[src/rtl/core/tpa_pkg.sv]
`default_nettype none
package tpa_pkg;

   localparam int FIELD_WIDTH     = 32;
   localparam int DEF_COORD_WIDTH = 32;
   localparam int REQ_TDATA_WIDTH = 72;
   localparam int RSP_TDATA_WIDTH = 192;

   localparam logic ACT_BEGIN  = 1'b0;
   localparam logic ACT_VERTEX = 1'b1;

   typedef enum logic [1:0] {
      MODE_LIST    = 2'd0,
      MODE_FAN     = 2'd1,
      MODE_STRIP   = 2'd2,
      MODE_IGNORED = 2'd3
   } mode_type;

   typedef enum logic [1:0] {
      PHASE_FIRST  = 2'd0,
      PHASE_SECOND = 2'd1,
      PHASE_EMIT_A = 2'd2,
      PHASE_EMIT_B = 2'd3
   } phase_type;

   typedef struct packed {
      logic [FIELD_WIDTH-1:0] ax;
      logic [FIELD_WIDTH-1:0] ay;
      logic [FIELD_WIDTH-1:0] bx;
      logic [FIELD_WIDTH-1:0] by;
      logic [FIELD_WIDTH-1:0] cx;
      logic [FIELD_WIDTH-1:0] cy;
   } tri_type;

endpackage
`default_nettype wire

[src/rtl/core/tpa_assemble.sv]
`default_nettype none
module tpa_assemble
   import tpa_pkg::*;
#(
   parameter int COORD_WIDTH = DEF_COORD_WIDTH
) (
   input  wire logic                   clock,
   input  wire logic                   reset,
   input  wire logic                   accept,
   input  wire logic                   action,
   input  wire logic [1:0]             prim_type,
   input  wire logic [FIELD_WIDTH-1:0] vert_x,
   input  wire logic [FIELD_WIDTH-1:0] vert_y,
   output logic                        emit_valid,
   output tri_type                     tri_out
);

   // stored corners keep only the bits that survive both the coordinate and the port width
   localparam int SLOT_WIDTH = (COORD_WIDTH < FIELD_WIDTH) ? COORD_WIDTH : FIELD_WIDTH;

   mode_type              mode_ff, mode_in;
   phase_type             phase_ff, phase_in;
   logic [SLOT_WIDTH-1:0] a_x_ff, a_x_in, a_y_ff, a_y_in;
   logic [SLOT_WIDTH-1:0] b_x_ff, b_x_in, b_y_ff, b_y_in;
   logic [SLOT_WIDTH-1:0] cur_x, cur_y;
   logic                  vertex_live;

   assign cur_x = vert_x[SLOT_WIDTH-1:0];
   assign cur_y = vert_y[SLOT_WIDTH-1:0];
   assign vertex_live = accept && (action == ACT_VERTEX) && (mode_ff != MODE_IGNORED);

   // next state
   always_comb begin
      mode_in  = mode_ff;
      phase_in = phase_ff;
      a_x_in   = a_x_ff;
      a_y_in   = a_y_ff;
      b_x_in   = b_x_ff;
      b_y_in   = b_y_ff;
      if (accept && (action == ACT_BEGIN)) begin
         mode_in  = mode_type'(prim_type);
         phase_in = PHASE_FIRST;
      end else if (vertex_live) begin
         unique case (phase_ff)
            PHASE_FIRST: begin
               a_x_in   = cur_x;
               a_y_in   = cur_y;
               phase_in = PHASE_SECOND;
            end
            PHASE_SECOND: begin
               b_x_in   = cur_x;
               b_y_in   = cur_y;
               phase_in = PHASE_EMIT_A;
            end
            default: begin
               priority if (mode_ff == MODE_LIST) begin
                  phase_in = PHASE_FIRST;
               end else if (mode_ff == MODE_FAN) begin
                  b_x_in = cur_x;
                  b_y_in = cur_y;
               end else if (phase_ff == PHASE_EMIT_A) begin
                  a_x_in   = cur_x;
                  a_y_in   = cur_y;
                  phase_in = PHASE_EMIT_B;
               end else begin
                  b_x_in   = cur_x;
                  b_y_in   = cur_y;
                  phase_in = PHASE_EMIT_A;
               end
            end
         endcase
      end
   end

   // outputs
   always_comb begin
      emit_valid = vertex_live &&
                   ((phase_ff == PHASE_EMIT_A) || (phase_ff == PHASE_EMIT_B));
      tri_out    = '0;
      tri_out.ax[SLOT_WIDTH-1:0] = a_x_ff;
      tri_out.ay[SLOT_WIDTH-1:0] = a_y_ff;
      tri_out.bx[SLOT_WIDTH-1:0] = b_x_ff;
      tri_out.by[SLOT_WIDTH-1:0] = b_y_ff;
      tri_out.cx[SLOT_WIDTH-1:0] = cur_x;
      tri_out.cy[SLOT_WIDTH-1:0] = cur_y;
   end

   always_ff @(posedge clock) begin
      if (reset) begin
         mode_ff  <= MODE_IGNORED;
         phase_ff <= PHASE_FIRST;
         a_x_ff   <= '0;
         a_y_ff   <= '0;
         b_x_ff   <= '0;
         b_y_ff   <= '0;
      end else begin
         mode_ff  <= mode_in;
         phase_ff <= phase_in;
         a_x_ff   <= a_x_in;
         a_y_ff   <= a_y_in;
         b_x_ff   <= b_x_in;
         b_y_ff   <= b_y_in;
      end
   end

endmodule
`default_nettype wire

[src/rtl/core/tpa_rsp_queue.sv]
`default_nettype none
module tpa_rsp_queue
   import tpa_pkg::*;
(
   input  wire logic    clock,
   input  wire logic    reset,
   input  wire logic    push,
   input  wire tri_type push_tri,
   input  wire logic    pop,
   output logic         full,
   output logic         not_empty,
   output tri_type      head_tri
);

   tri_type    entry_ff [2];
   logic       wr_ptr_ff, wr_ptr_in;
   logic       rd_ptr_ff, rd_ptr_in;
   logic [1:0] count_ff, count_in;

   assign full      = (count_ff == 2'd2);
   assign not_empty = (count_ff != 2'd0);
   assign head_tri  = entry_ff[rd_ptr_ff];

   always_comb begin
      wr_ptr_in = push ? ~wr_ptr_ff : wr_ptr_ff;
      rd_ptr_in = pop ? ~rd_ptr_ff : rd_ptr_ff;
      count_in  = count_ff;
      if (push && !pop) begin
         count_in = count_ff + 2'd1;
      end else if (pop && !push) begin
         count_in = count_ff - 2'd1;
      end
   end

   always_ff @(posedge clock) begin
      if (push) begin
         entry_ff[wr_ptr_ff] <= push_tri;
      end
   end

   always_ff @(posedge clock) begin
      if (reset) begin
         wr_ptr_ff <= 1'b0;
         rd_ptr_ff <= 1'b0;
         count_ff  <= 2'd0;
      end else begin
         wr_ptr_ff <= wr_ptr_in;
         rd_ptr_ff <= rd_ptr_in;
         count_ff  <= count_in;
      end
   end

endmodule
`default_nettype wire

[src/rtl/core/triangle_primitive_assembler_top.sv]
// a triangle is held in the result queue from the cycle after the vertex transaction that closes it
// throughput: one request transaction per cycle while req_tready is high, set by the corner update
// req_tready falls only while both entries of the two-deep result queue are occupied
// reset (synchronous, active high) selects the ignored mode, clears the phase and the corners
// and empties the result queue
`default_nettype none
module triangle_primitive_assembler_top
   import tpa_pkg::*;
#(
   parameter int COORD_WIDTH = DEF_COORD_WIDTH
) (
   input  wire logic                       clock,
   input  wire logic                       reset,
   input  wire logic                       req_tvalid,
   output logic                            req_tready,
   // prim_type, vert_x, vert_y, zero pad
   input  wire logic [REQ_TDATA_WIDTH-1:0] req_tdata,
   // action
   input  wire logic                       req_tuser,
   output logic                            rsp_tvalid,
   input  wire logic                       rsp_tready,
   // tri_ax, tri_ay, tri_bx, tri_by, tri_cx, tri_cy
   output logic [RSP_TDATA_WIDTH-1:0]      rsp_tdata
);

   logic    accept, emit_valid, full, not_empty, pop;
   tri_type tri_new, tri_head;

   assign accept     = req_tvalid && req_tready;
   assign req_tready = !full;
   assign pop        = rsp_tvalid && rsp_tready;
   assign rsp_tvalid = not_empty;

   tpa_assemble #(
      .COORD_WIDTH(COORD_WIDTH)
   ) u_assemble (
      .clock      (clock),
      .reset      (reset),
      .accept     (accept),
      .action     (req_tuser),
      .prim_type  (req_tdata[1:0]),
      .vert_x     (req_tdata[2+:FIELD_WIDTH]),
      .vert_y     (req_tdata[2+FIELD_WIDTH+:FIELD_WIDTH]),
      .emit_valid (emit_valid),
      .tri_out    (tri_new)
   );

   tpa_rsp_queue u_rsp_queue (
      .clock     (clock),
      .reset     (reset),
      .push      (emit_valid),
      .push_tri  (tri_new),
      .pop       (pop),
      .full      (full),
      .not_empty (not_empty),
      .head_tri  (tri_head)
   );

   assign rsp_tdata = {tri_head.cy, tri_head.cx, tri_head.by,
                       tri_head.bx, tri_head.ay, tri_head.ax};

endmodule
`default_nettype wire

[config.mk]
export PLATFORM = sky130hd
export DESIGN_NAME = triangle_primitive_assembler_top
export DESIGN_NICKNAME = d
export VERILOG_FILES = /design/src/rtl/core/tpa_pkg.sv /design/src/rtl/core/tpa_assemble.sv /design/src/rtl/core/tpa_rsp_queue.sv /design/src/rtl/core/triangle_primitive_assembler_top.sv
export SDC_FILE = /design/constraint.sdc
export NUM_CORES = 1
export LEC_CHECK = 0
export ABC_AREA = 1
export BUFFER_PORTS_ARGS = -buffer_cell sky130_fd_sc_hd__buf_2
export CORE_MARGIN = 2
export CORE_UTILIZATION = 46
export CTS_BUF_LIST = sky130_fd_sc_hd__clkbuf_8
export DETAILED_ROUTE_END_ITERATION = 10
export GPL_TIMING_DRIVEN = 0
export PLACE_DENSITY_LB_ADDON = 0.2
export SLEW_MARGIN = 30
export SYNTH_ARGS = -nofsm -noshare
export SYNTH_HDL_FRONTEND = slang
export SYNTH_SLANG_ARGS = --single-unit
[constraint.sdc]
create_clock -name clock -period 20.4 [get_ports clock]
set_input_delay 3.06 -clock clock [delete_from_list [all_inputs] [get_ports clock]]
set_output_delay 3.06 -clock clock [all_outputs]
set_load 0.01 [all_outputs]
==> summary by stage, run 1 <==
Run status
The flow ran to the end, and the final reports show no timing, DRC or antenna violations.

Min path
The cell depth of the worst min-delay path is 0. The worst hold path belongs to the class reg -> reg. The worst hold path endpoint is u_rsp_queue.entry_ff[0][157]$_DFFE_PP_. The launch point of the worst hold path is u_assemble.a_y_ff[29]$_SDFFE_PP0P_.

Global routing
Summed over all layers, the global routing overflow is 0. The number of antenna violations at the first check in global routing is 0. Entering global routing, the biggest net connects 78 pins. The number of global-route vias before repair came to 11971. The global-route total usage across every layer is 20.2%. The first global-routing pass estimated 67600 um of wire.

Worst setup path
Measured in cells, the most critical reg-to-reg path has a length of 10. The largest fanout on the critical path is 10. The setup slack of the most critical reg-to-reg path is 17590 ps. The buffering stage count on the worst path with inverters included is 3. The startpoint identified for the worst register-to-register timing path is u_rsp_queue.count_ff[0]$_SDFFE_PP0P_. The delay of the slowest critical-path stage is 430 ps.

The worst setup path is launched from a flip-flop. The worst setup path is of the reg -> out kind. Broken down by cell family, the worst path's largest delay share belongs to buffers and inverters. STA puts the critical path data required time at 17340 ps. The nature of the critical path endpoint is an output pin. The reg-to-reg endpoint is u_rsp_queue.entry_ff[0][37]$_DFFE_PP_. Counting stages on the worst path, the most repeated cell is buf_2. Walking the worst path, the cells encountered are clkbuf_2 -> buf_2 -> mux2_2 -> buf_2. The endpoint arrival time on the critical path is 2320 ps.

The cell at the slowest stage of the critical path is clkbuf_2.

Place
Routability-driven placement finished with a final weighted congestion of 0.733. The estimated wirelength of the detail-placed design is 30000 um. Once placement completed, the tool counted placed cells totaling 2259. The number of I/O port buffers is 264.

STA
Final hold analysis gives a worst-case slack of 445 ps. For the pin with the worst max-slew slack, the measured transition is 681 ps. The worst slew slack as a fraction of its limit is 54.6%.

The clock arrives with 14.5 ps of skew. The number of endpoints with negative hold slack in the final report is 0. For the final routed database, the setup TNS stands at 0 ps.

The highest attainable clock frequency is 0.186 GHz. The worst path needs 5380 ps of the cycle, external delays included. The post-route fraction of the period consumed by the critical path is 26.4%. The count of final max-slew check failures is 0. Setup repair after global routing left no endpoint under its margin.

Setup violations remaining at the end of the flow were counted as 0.

Synthesis
Dividing the synthesized area by the synthesized cell count gives 13.7 sq um. The xor/xnor cell area share of the yosys netlist is 0%. The adder-cell area share of the yosys netlist is 0.0640%. The Yosys step of the flow raised 0 warnings.

The combinational family with the most area after synthesis is simple AND/OR/NAND/NOR gates. The number of flops mapped to enable cells by yosys is 384. The distinct cell type count after synthesis is 24. For this run, the leading register cell type out of synthesis is edfxtp_1. The combined area of all synthesized cells is 19600 sq um. Counting flops with an async set or reset pin after synthesis yields a share of 0%. The compound-cell area share of the yosys netlist is 0.352%. For this run, the register share of the synthesized area comes to 73.0%. After synthesis, the share of cell area in mux cells is 11.1%. The net count after synthesis is 1504.

The area fraction in and, or, nand and nor cells after synthesis is 11.5%. Synthesis inferred 521 register bits. In the synthesized netlist, the number of instances is 1426.

Power and ir drop
The reported net switching power is 0.482 mW. The register share of total power is 54.4%. In this run the power density over the cells is 89.9 nW/um^2.

The internal power of the cells totals 1.63 mW. The total design power is 2.11 mW. Per report_power, the clock group accounts for 39.3% of the total. The proportion of total power due to net switching is 22.9%. The leakage power is 8.60 nW. The worst supply voltage drop on vdd is 0.0542 mV. Combinational logic burns 6.3% of the power.

Job
The number of maximum-capacitance violations is 0.

Layout
The signed area change from the synthesized netlist to the final layout is 19.8%. The non-filler instance count after layout is 2418. The antenna diode count is 0. The fraction of final layout cells with drive strength greater than 1 is 35.6%. The number of fill cells is 3560. The net count of the finished layout is 1886.

Floorplan
The placeable core region is 41900 sq um. The die outline width is 210 um. The starting density of the core is 46.6%. The vertical die dimension is 210 um.

The die footprint is 44200 sq um. The cell row count is 75. The number of top-level pins is 271.

Clocking
TritonCTS built the clock tree. The clock sink total is 521. No sink is reached through more buffers than the 3 on the longest clock path. Buffers inserted to repair hold after CTS numbered 0.

The root buffer cell is clkbuf_8. After clock tree synthesis, the clock-pin slew on the worst setup and hold paths is 60 ps. The H-tree depth is 3. The count of buffers added by post-CTS timing repair for setup is 0. The source-to-sink clock delay at the later pin of the worst-skew pair is 630 ps. Post-CTS repair changed the size of 0 cells. Clock tree synthesis inserted a total of 86 buffers.

Drt
Before antenna repair, the detailed router went through 7 iterations. The post-route DRC violation count is 0. The average via count per standard cell is 4.88.

For this block, the routed nets add up to 44500 um of wire. The average wire length per cell after detail routing is 18.4 um. For this block, the via count after detailed routing is 11789. The DRC violation total after the first TritonRoute iteration is 700.

The final antenna-violating net count is 0.
cells in the mapped netlist (2+ instances only):
cell      instances  area (sq um)
a21oi_1           6          30.0
buf_1            13          48.8
buf_2            30           150
buf_4            12          90.1
buf_6            17           191
clkbuf_1          2          7.51
dfxtp_1         137          2740
edfxtp_1        384         11500
inv_1            76           285
inv_2             4          15.0
mux2_2          192          2160
nand2_1         143           537
nand2_2           4          25.0
nand3_1         133           666
nor2_1          261           980
o211ai_1          2          15.0
o21ai_0           3          15.0
worst max path at each step:
stage / start / endpoint / slack [ps] / cells after the start
5_1_grt: flip-flop / rsp_tdata[190] / 14860 / 4
2_1_floorplan: req_tuser / u_rsp_queue.entry_ff[0][0]$_DFFE_PP_ / 3080 / 4
4_1_cts: flip-flop / rsp_tdata[190] / 14880 / 4
3_3_place_gp: req_tvalid / u_rsp_queue.entry_ff[0][37]$_DFFE_PP_ / -6020 / 5
6_report: flip-flop / rsp_tdata[30] / 15020 / 4
3_5_place_dp: req_tvalid / u_rsp_queue.entry_ff[0][37]$_DFFE_PP_ / 14790 / 11
layout by cell type (no fill, tap or decap), types with 2 or more instances in the layout:
cell          n
edfxtp_1    384
buf_2       294
nor2_1      261
mux2_2      192
nand2_1     143
dfxtp_1     137
nand3_1     133
inv_1       112
clkbuf_8     96
buf_4        36
buf_6        21
buf_1        13
clkinv_1     13
clkinv_2     10
a21oi_1       6
inv_2         4
nand2_2       4
o21ai_0       3
clkinvlp_4    3
o211ai_1      2
buf_16        2
metrics by stage:
step,utilization (%),setup WS (ps),instance area [sq um]
6_report,55.9,15020,23400
4_1_cts,55.9,14880,23400
3_5_place_dp,52.1,14790,21900
3_3_place_gp,51.4,-6020,21600
2_1_floorplan,-,3080,19600
5_1_grt,55.9,14860,23400
final cells by class:
cell class | count | area (sq um) | area share, %
Buffer | 74 | 489 | 2.09
Clock buffer | 96 | 1320 | 5.64
Clock inverter | 63 | 264 | 1.13
Inverter | 81 | 313 | 1.33
Multi-Input combinational cell | 750 | 4500 | 19.2
Sequential cell | 521 | 14300 | 60.9
Tap cell | 539 | 674 | 2.88
Timing Repair Buffer | 294 | 1600 | 6.83
power by group through the flow:
stage          clock, mW  sequential (mW)  combinational, mW
4_1_cts            0.854             1.15              0.135
3_3_place_gp           0             1.17              0.133
2_1_floorplan          0             1.17             0.0819
5_1_grt            0.896             1.15              0.146
3_5_place_dp           0             1.17              0.134
6_report           0.828             1.15              0.132
state kept, by name, summed over array words and instances (netlist names), named ones only:
register	count
u_assemble.a_y_ff	32
u_assemble.b_x_ff	32
u_assemble.mode_ff	2
u_rsp_queue.rd_ptr_ff	1
u_assemble.b_y_ff	32
u_rsp_queue.wr_ptr_ff	1
u_assemble.a_x_ff	32
u_rsp_queue.entry_ff	384
u_assemble.phase_ff	2
u_rsp_queue.count_ff	2
routing by layer:
metal | GRT usage (%) | share of wire, %
met3 | 4.92 | 6.1
met2 | 33.2 | 48
met1 | 26.5 | 44
met5 | 0 | 0
met4 | 6.29 | 1.4
kinds of logic after synthesis:
group / count (synthesis)
flops: 521
fa+ha+maj: 1
mux: 192
compound gates: 12
buf+inv: 155
simple gates: 545
No activity file was read; power rests on OpenSTA's default activity.
==> run 2, diff against run 1 <==
clock period = 5.1 ns   (was 20.4 ns; I/O delays follow)
==> summary by stage, run 2 (synthesized netlist as in run 1, its figures left out) <==
Clocking
CTS placed an instance of clkbuf_8 at the clock tree root. In this run, post-CTS hold repair placed 0 buffers. The count of buffers added by post-CTS timing repair for setup is 0. TritonCTS built the clock tree.

The source-to-sink clock delay at the later pin of the worst-skew pair is 640 ps. The number of buffers added by the clock tree synthesis step is 86. The clock sink total is 521. In this run the deepest clock path goes through 3 buffers. The clock-pin slew on the worst setup and hold paths is 60 ps. The H-tree depth is 3. In this run, post-CTS repair resized a total of 0 instances.

STA
The number of endpoints with negative hold slack in the final report is 0. The final critical path takes up 60.1% of the cycle. The worst clock skew on the final layout is 23.6 ps. Setup repair after global routing left no endpoint under its margin. The count of final max-slew check failures is 0. For the pin with the worst max-slew slack, the measured transition is 770 ps.

Counting I/O delays and the setup requirement, the final critical path takes 3070 ps. Setup violations remaining at the end of the flow were counted as 0. The worst slew slack as a fraction of its limit is 48.7%.

The accumulated negative setup slack is 0 ps. Timing would allow up to 0.326 GHz. Setup slack on the critical path of the routed design comes to 2030 ps.

Drt
The first detailed-routing pass took 5 iterations. In the routed design, unresolved DRC markers number 0. Dividing the detail-routed wire length by the instance count gives 18.5 um. The average via count per standard cell is 4.91.

The DRC violation total after the first TritonRoute iteration is 499. Once detail routing completed, the nets flagged for antenna violations numbered 0. Summing over every cut layer, the via total after detailed routing is 11869. Wires add up to 44700 um.

Global routing
The number of global-route vias before repair is 12187. The number of antenna violations at the first check in global routing is 4. The first-pass GRT wire length is 67800 um. The remaining global-route overflow is 0. The maximum number of pins on one net before global-route repair is 28. The global-route total usage across every layer is 20.2%.

Worst setup path
The buffering stage count on the worst path with inverters included is 3. The delay of the slowest critical-path stage is 400 ps. Walking the worst path, the cells encountered are clkbuf_2 -> buf_2 -> mux2_2 -> buf_2.

In this run the critical register-to-register path is launched from u_rsp_queue.count_ff[0]$_SDFFE_PP0P_. The cell class contributing the biggest share of worst-path delay is buffers and inverters. The most numerous cell type found on the critical path is buf_2. For the worst setup path, the data arrival time is 2300 ps. The critical path start-end classification is reg -> out. For the worst setup path, the data required time is 4340 ps. The worst setup path is captured at an output pin. The largest individual stage delay along the critical path comes from the cell mux2_2. Along the worst path, the maximum fanout reaches 10.

STA classifies the critical path startpoint as a flip-flop.

Layout
The fraction of final layout cells with drive strength greater than 1 is 35.9%. In the layout the commonest cells are 384 x edfxtp_1, 294 x buf_2, 261 x nor2_1. After filler insertion, the fill cell instance count of the layout stands at 3571. u_rsp_queue.entry_ff holds more flip-flops than any other register. The register with the most flip-flops in the layout has 384 of them.

From synthesis to final layout, the design area changed by 21.3%. The most frequent standard cell in the layout excluding fill and tap cells is edfxtp_1. The layout net count is 1883.

Power and ir drop
The leakage power is 8.68 nW. Across the VDD grid, the largest voltage drop is 0.242 mV. In this run the power density over the cells is 362 nW/um^2. Summing internal, switching and leakage power gives 8.60 mW.

Floorplan
The core region is 41900 sq um. Once the floorplan was initialized, standard cells occupied 46.6% of the core. The die footprint is 44200 sq um. Measured along the x axis, the die boundary spans 210 um.

271 I/O pins were placed. The cell row count is 75. From bottom edge to top edge, the die measures 210 um.

Place
Detailed placement finished with a half-perimeter wire length of 31100 um. The placement-stage worst setup slack is 1850 ps. During placement, the flow inserted port buffers numbering 264. At the end of routability-driven placement, the weighted congestion stood at 0.753.

Min path
In this run the worst hold path is classified as in -> reg. The launch point of the worst hold path is req_tdata[20].

Job
Across the run, the number of max-cap violations was 0.

Run status
The run finished with clean final reports.
==> run 2: cell count changes in the layout (fill, tap and decap cells not counted), moves of 5 or more <==
cell,before,now
buf_4,36,12
buf_6,21,27
buf_8,0,8
clkbuf_8,96,103
clkinv_1,13,6
clkinv_2,10,5
==> run 2: power by group <==
group | leakage, nW | switching (mW) | total (mW) | internal [mW]
clock | 0.999 | 1.60 | 3.48 | 1.88
combinational | 3.37 | 0.321 | 0.533 | 0.212
sequential | 4.31 | 0.0259 | 4.59 | 4.56
==> run 2: area by class of cell <==
| cell class | count | area [sq um] | area share, % |
|---|---|---|---|
| timing repair buffer | 291 | 1770 | 7.47 |
| multi-input combinational | 750 | 4520 | 19.1 |
| clock inverter | 56 | 256 | 1.08 |
| tap | 539 | 674 | 2.84 |
| inverter | 81 | 317 | 1.33 |
| antenna | 3 | 7.51 | 0.0316 |
| sequential | 521 | 14300 | 60.1 |
| clock buffer | 103 | 1420 | 5.97 |
| buffer | 74 | 489 | 2.06 |
==> run 2: routing by layer <==
| layer | wire length (um) | vias to the layer above | track usage (%) |
|---|---|---|---|
| met3 | 2640 | 60 | 5.14 |
| li1 | - | 5731 | - |
| met2 | 21800 | 298 | 33.9 |
| met5 | 11 | - | 0 |
| met4 | 844 | 2 | 7.24 |
| met1 | 19400 | 5778 | 25.5 |
==> run 2: worst paths after layout <==
check	endpoint	slack (ps)	depth (start not counted)
setup / recovery	rsp_tdata[29]	2030	4
hold / removal	u_rsp_queue.entry_ff[0][50]$_DFFE_PP_	330	1
hold reg to reg	u_rsp_queue.entry_ff[0][147]$_DFFE_PP_	440	0
setup reg to reg	u_rsp_queue.entry_ff[1][35]$_DFFE_PP_	2320	11
==> run 2: stage by stage <==
stage / hold WS [ps] / std cells / util, % / area [sq um]
finish: 332 / 2418 / 56.6 / 23700
global route: 301 / 2418 / 56.6 / 23700
CTS: 272 / 2415 / 56.6 / 23700
detailed placement: 437 / 2256 / 52.6 / 22000
global placement: 430 / 2229 / 51.5 / 21600
floorplan: 426 / 1426 / - / 19600
==> run 3, diff against run 2 <==
clock period = 3.2 ns   (was 5.1 ns; I/O delays follow)
==> summary by stage, run 3 (synthesized netlist as in run 1, its figures left out) <==
Clocking
The root buffer cell is clkbuf_8. The source-to-sink clock delay at the later pin of the worst-skew pair is 640 ps. The H-tree depth is 3. TritonCTS built the clock tree. No sink is reached through more buffers than the 3 on the longest clock path. The clock-pin slew on the worst setup and hold paths is 60 ps. The clock sink total is 521.

Counting the buffers created by CTS gives 87. In this run, post-CTS repair resized a total of 0 instances.

Place
The estimated wirelength of the detail-placed design is 30700 um. The instance count after placement with tap cells included is 2257. The congestion estimate from routability-driven global placement came to 0.757. In this run the cell area measured after placement is 22100 sq um. Timing analysis after detailed placement gives a worst setup slack of 357 ps. In this run the tool buffered the top-level ports with 264 buffer cells.

Worst setup path
The critical path goes through clkbuf_2 -> buf_2 -> mux2_2 -> buf_2. In this run the worst path has a maximum fanout of 10. The dominant cell type by count on the critical path is buf_2. The startpoint identified for the worst register-to-register timing path is u_rsp_queue.count_ff[0]$_SDFFE_PP0P_. The worst path required time is 2720 ps. The setup slack of the most critical reg-to-reg path is 610 ps.

The cell at the slowest stage of the critical path is clkbuf_2. The largest single stage delay on the critical path is 420 ps. The worst setup path is launched from a flip-flop. The endpoint arrival time on the critical path is 2310 ps. The critical path crosses 4 cells after its start point. STA classifies the critical path endpoint as an output pin.

Among cell families on the critical path, the largest total delay comes from buffers and inverters. The reg-to-reg endpoint is u_rsp_queue.entry_ff[1][159]$_DFFE_PP_. The critical path start-end classification is reg -> out. Counting cells, the worst reg-to-reg path comes to 10. Together, buffers and inverters on the worst path number 3.

Layout
The register with the most flip-flops in the final layout is u_rsp_queue.entry_ff. The fraction of final layout cells with drive strength greater than 1 is 35.9%. After filler insertion, the fill cell instance count of the layout stands at 3503. The utilization after layout is 57.0%. After the flow finishes, the layout carries non-filler instances totaling 2430. The library cell used most frequently in the layout, excluding fill and tap cells, is edfxtp_1. The register with the most flip-flops in the layout has 384 of them.

The signed area change from the synthesized netlist to the final layout is 22.2%. The final cell area excluding filler cells is 23900 sq um. Leaving out fill and tap cells, the most frequent cells in the layout are 384 x edfxtp_1, 294 x buf_2, 261 x nor2_1. The number of antenna diodes in the final layout is 0. The layout net count is 1896.

Power and ir drop
Of the total power, the share spent switching nets is 22.6%. IR analysis of the VDD net gives a maximum drop of 0.459 mV. The analysis attributes to net switching a power of 3.12 mW. The clock power share is 40.7%. Cell internal power was estimated by the tool at 10.7 mW. The register share of total power is 53.0%. The leakage power is 8.73 nW.

Power spread over the standard cell area amounts to 577 nW/um^2. Combinational logic burns 6.3% of the power.

Global routing
The global-route total usage across every layer is 20.2%. The number of antenna violations at the first check in global routing was 1. After global routing the overflow that remains totals 0.

The first-pass GRT wire length is 67500 um. The number of global-route vias before repair is 12042. The maximum number of pins on one net before global-route repair is 26.

Min path
Counting instances, the worst hold path has a depth of 1. The launch point of the worst hold path is req_tdata[46]. The worst hold path endpoint is u_rsp_queue.entry_ff[1][12]$_DFFE_PP_. The worst hold path belongs to the class in -> reg.

Floorplan
From bottom edge to top edge, the die measures 210 um. In this run the standard cell core region covers 41900 sq um. The number of top-level pins is 271. The die footprint is 44200 sq um.

The die is 210 um wide. The cell row count is 75. For this configuration, the core starts out at a cell density of 46.6%.

STA
The worst slew slack as a fraction of its limit is 38.9%. The count of final max-slew check failures came to 0. The smallest clock period supported by the final layout is computed as 2790 ps. The final critical-path setup slack is 407 ps. For the pin with the worst max-slew slack, the measured transition is 916 ps. The highest attainable clock frequency is 0.358 GHz. The number of endpoints with negative hold slack in the final report was 0. Setup repair after global routing left no endpoint under its margin.

The total setup violations reported at the end of the flow is 0. Clock skew on the completed layout was measured at 19.6 ps. Dividing the final minimum period by the clock period gives 87.3%.

Drt
The number of detailed-route iterations in the first pass is 5. The number of vias in the routed layout is 11944. The DRC violation total after the first TritonRoute iteration is 684.

After detailed routing, the total wire length is 44400 um. The average wire length per cell after detail routing is 18.3 um. The post-route DRC violation count is 0. The final antenna-violating net count is 0. In the routed layout, each cell is associated on average with a via count of 4.92.

Job
The number of maximum-capacitance violations is 0.

Run status
The run finished with clean final reports.
[run 3: changes by cell type in the layout (fill, tap and decap cells not counted), sizes merged]
| cell | previous run | this run |
|---|---|---|
| bufinv | 1 | 2 |
| clkbuf | 105 | 104 |
| buf | 363 | 364 |
| dlygate4sd3 | 0 | 11 |
| diode | 3 | 0 |
| inv | 120 | 111 |
| clkinv | 11 | 23 |
[run 3: worst register-to-register path, cell delays in order, from the launching register on]
cell and delay (ps):
dfxtp_2 350, inv_4 60, nand2_4 70, nand2_4 60, nor2_4 270, buf_6 240
nand3_4 100, clkinvlp_4 450, buf_12 260, buf_16 200, buf_12 210
[run 3: layout make-up]
class,count,area (sq um),share of cell area (%)
clock inverter,60,300,1.26
sequential,521,14300,59.7
tap,539,674,2.82
buffer,74,489,2.05
clock buffer,102,1400,5.87
timing repair buffer,303,1900,7.93
inverter,81,319,1.33
multi-input combinational,750,4550,19.0
[run 3: worst max path at each step]
stage / slack, ps / startpoint / end
2_1_floorplan: -2560 / req_tvalid / u_rsp_queue.entry_ff[0][0]$_DFFE_PP_
3_3_place_gp: -5750 / req_tvalid / u_rsp_queue.entry_ff[0][36]$_DFFE_PP_
3_5_place_dp: 360 / req_tvalid / u_rsp_queue.entry_ff[1][36]$_DFFE_PP_
4_1_cts: 250 / flip-flop / rsp_tdata[103]
5_1_grt: 230 / flip-flop / rsp_tdata[103]
6_report: 410 / flip-flop / rsp_tdata[103]
[run 3: through the flow]
stage          hold WS (ps)  total power [mW]  setup TNS, ps
2_1_floorplan           426              7.98        -650450
3_3_place_gp            430              8.31       -1707020
3_5_place_dp            436              8.32              0
4_1_cts               0.321              14.0              0
5_1_grt                9.83              14.3              0
6_report               52.5              13.8              0
[run 3: repair_timing]
| item | CTS | global route |
|---|---|---|
| endpoints found under the hold margin | 20 | 0 |
| setup buffers | 0 | 0 |
| hold buffers | 11 | 0 |
[run 3: metal layers]
| metal | up-vias | share of wire [%] | global-route usage [%] | wire (um) |
|---|---|---|---|---|
| met5 | - | 0.036 | 0 | 16 |
| met2 | 308 | 48 | 33.2 | 21400 |
| met3 | 82 | 5.9 | 5.41 | 2610 |
| li1 | 5754 | - | - | - |
| met1 | 5798 | 43 | 25.8 | 19100 |
| met4 | 2 | 2.7 | 7.53 | 1200 |
[run 3: power groups by stage]
stage          combinational [mW]  clock [mW]  sequential (mW)
6_report                    0.863        5.62             7.32
5_1_grt                     0.948        6.04             7.32
4_1_cts                     0.878        5.78             7.32
3_5_place_dp                0.864           0             7.46
3_3_place_gp                0.855           0             7.45
2_1_floorplan               0.529           0             7.45
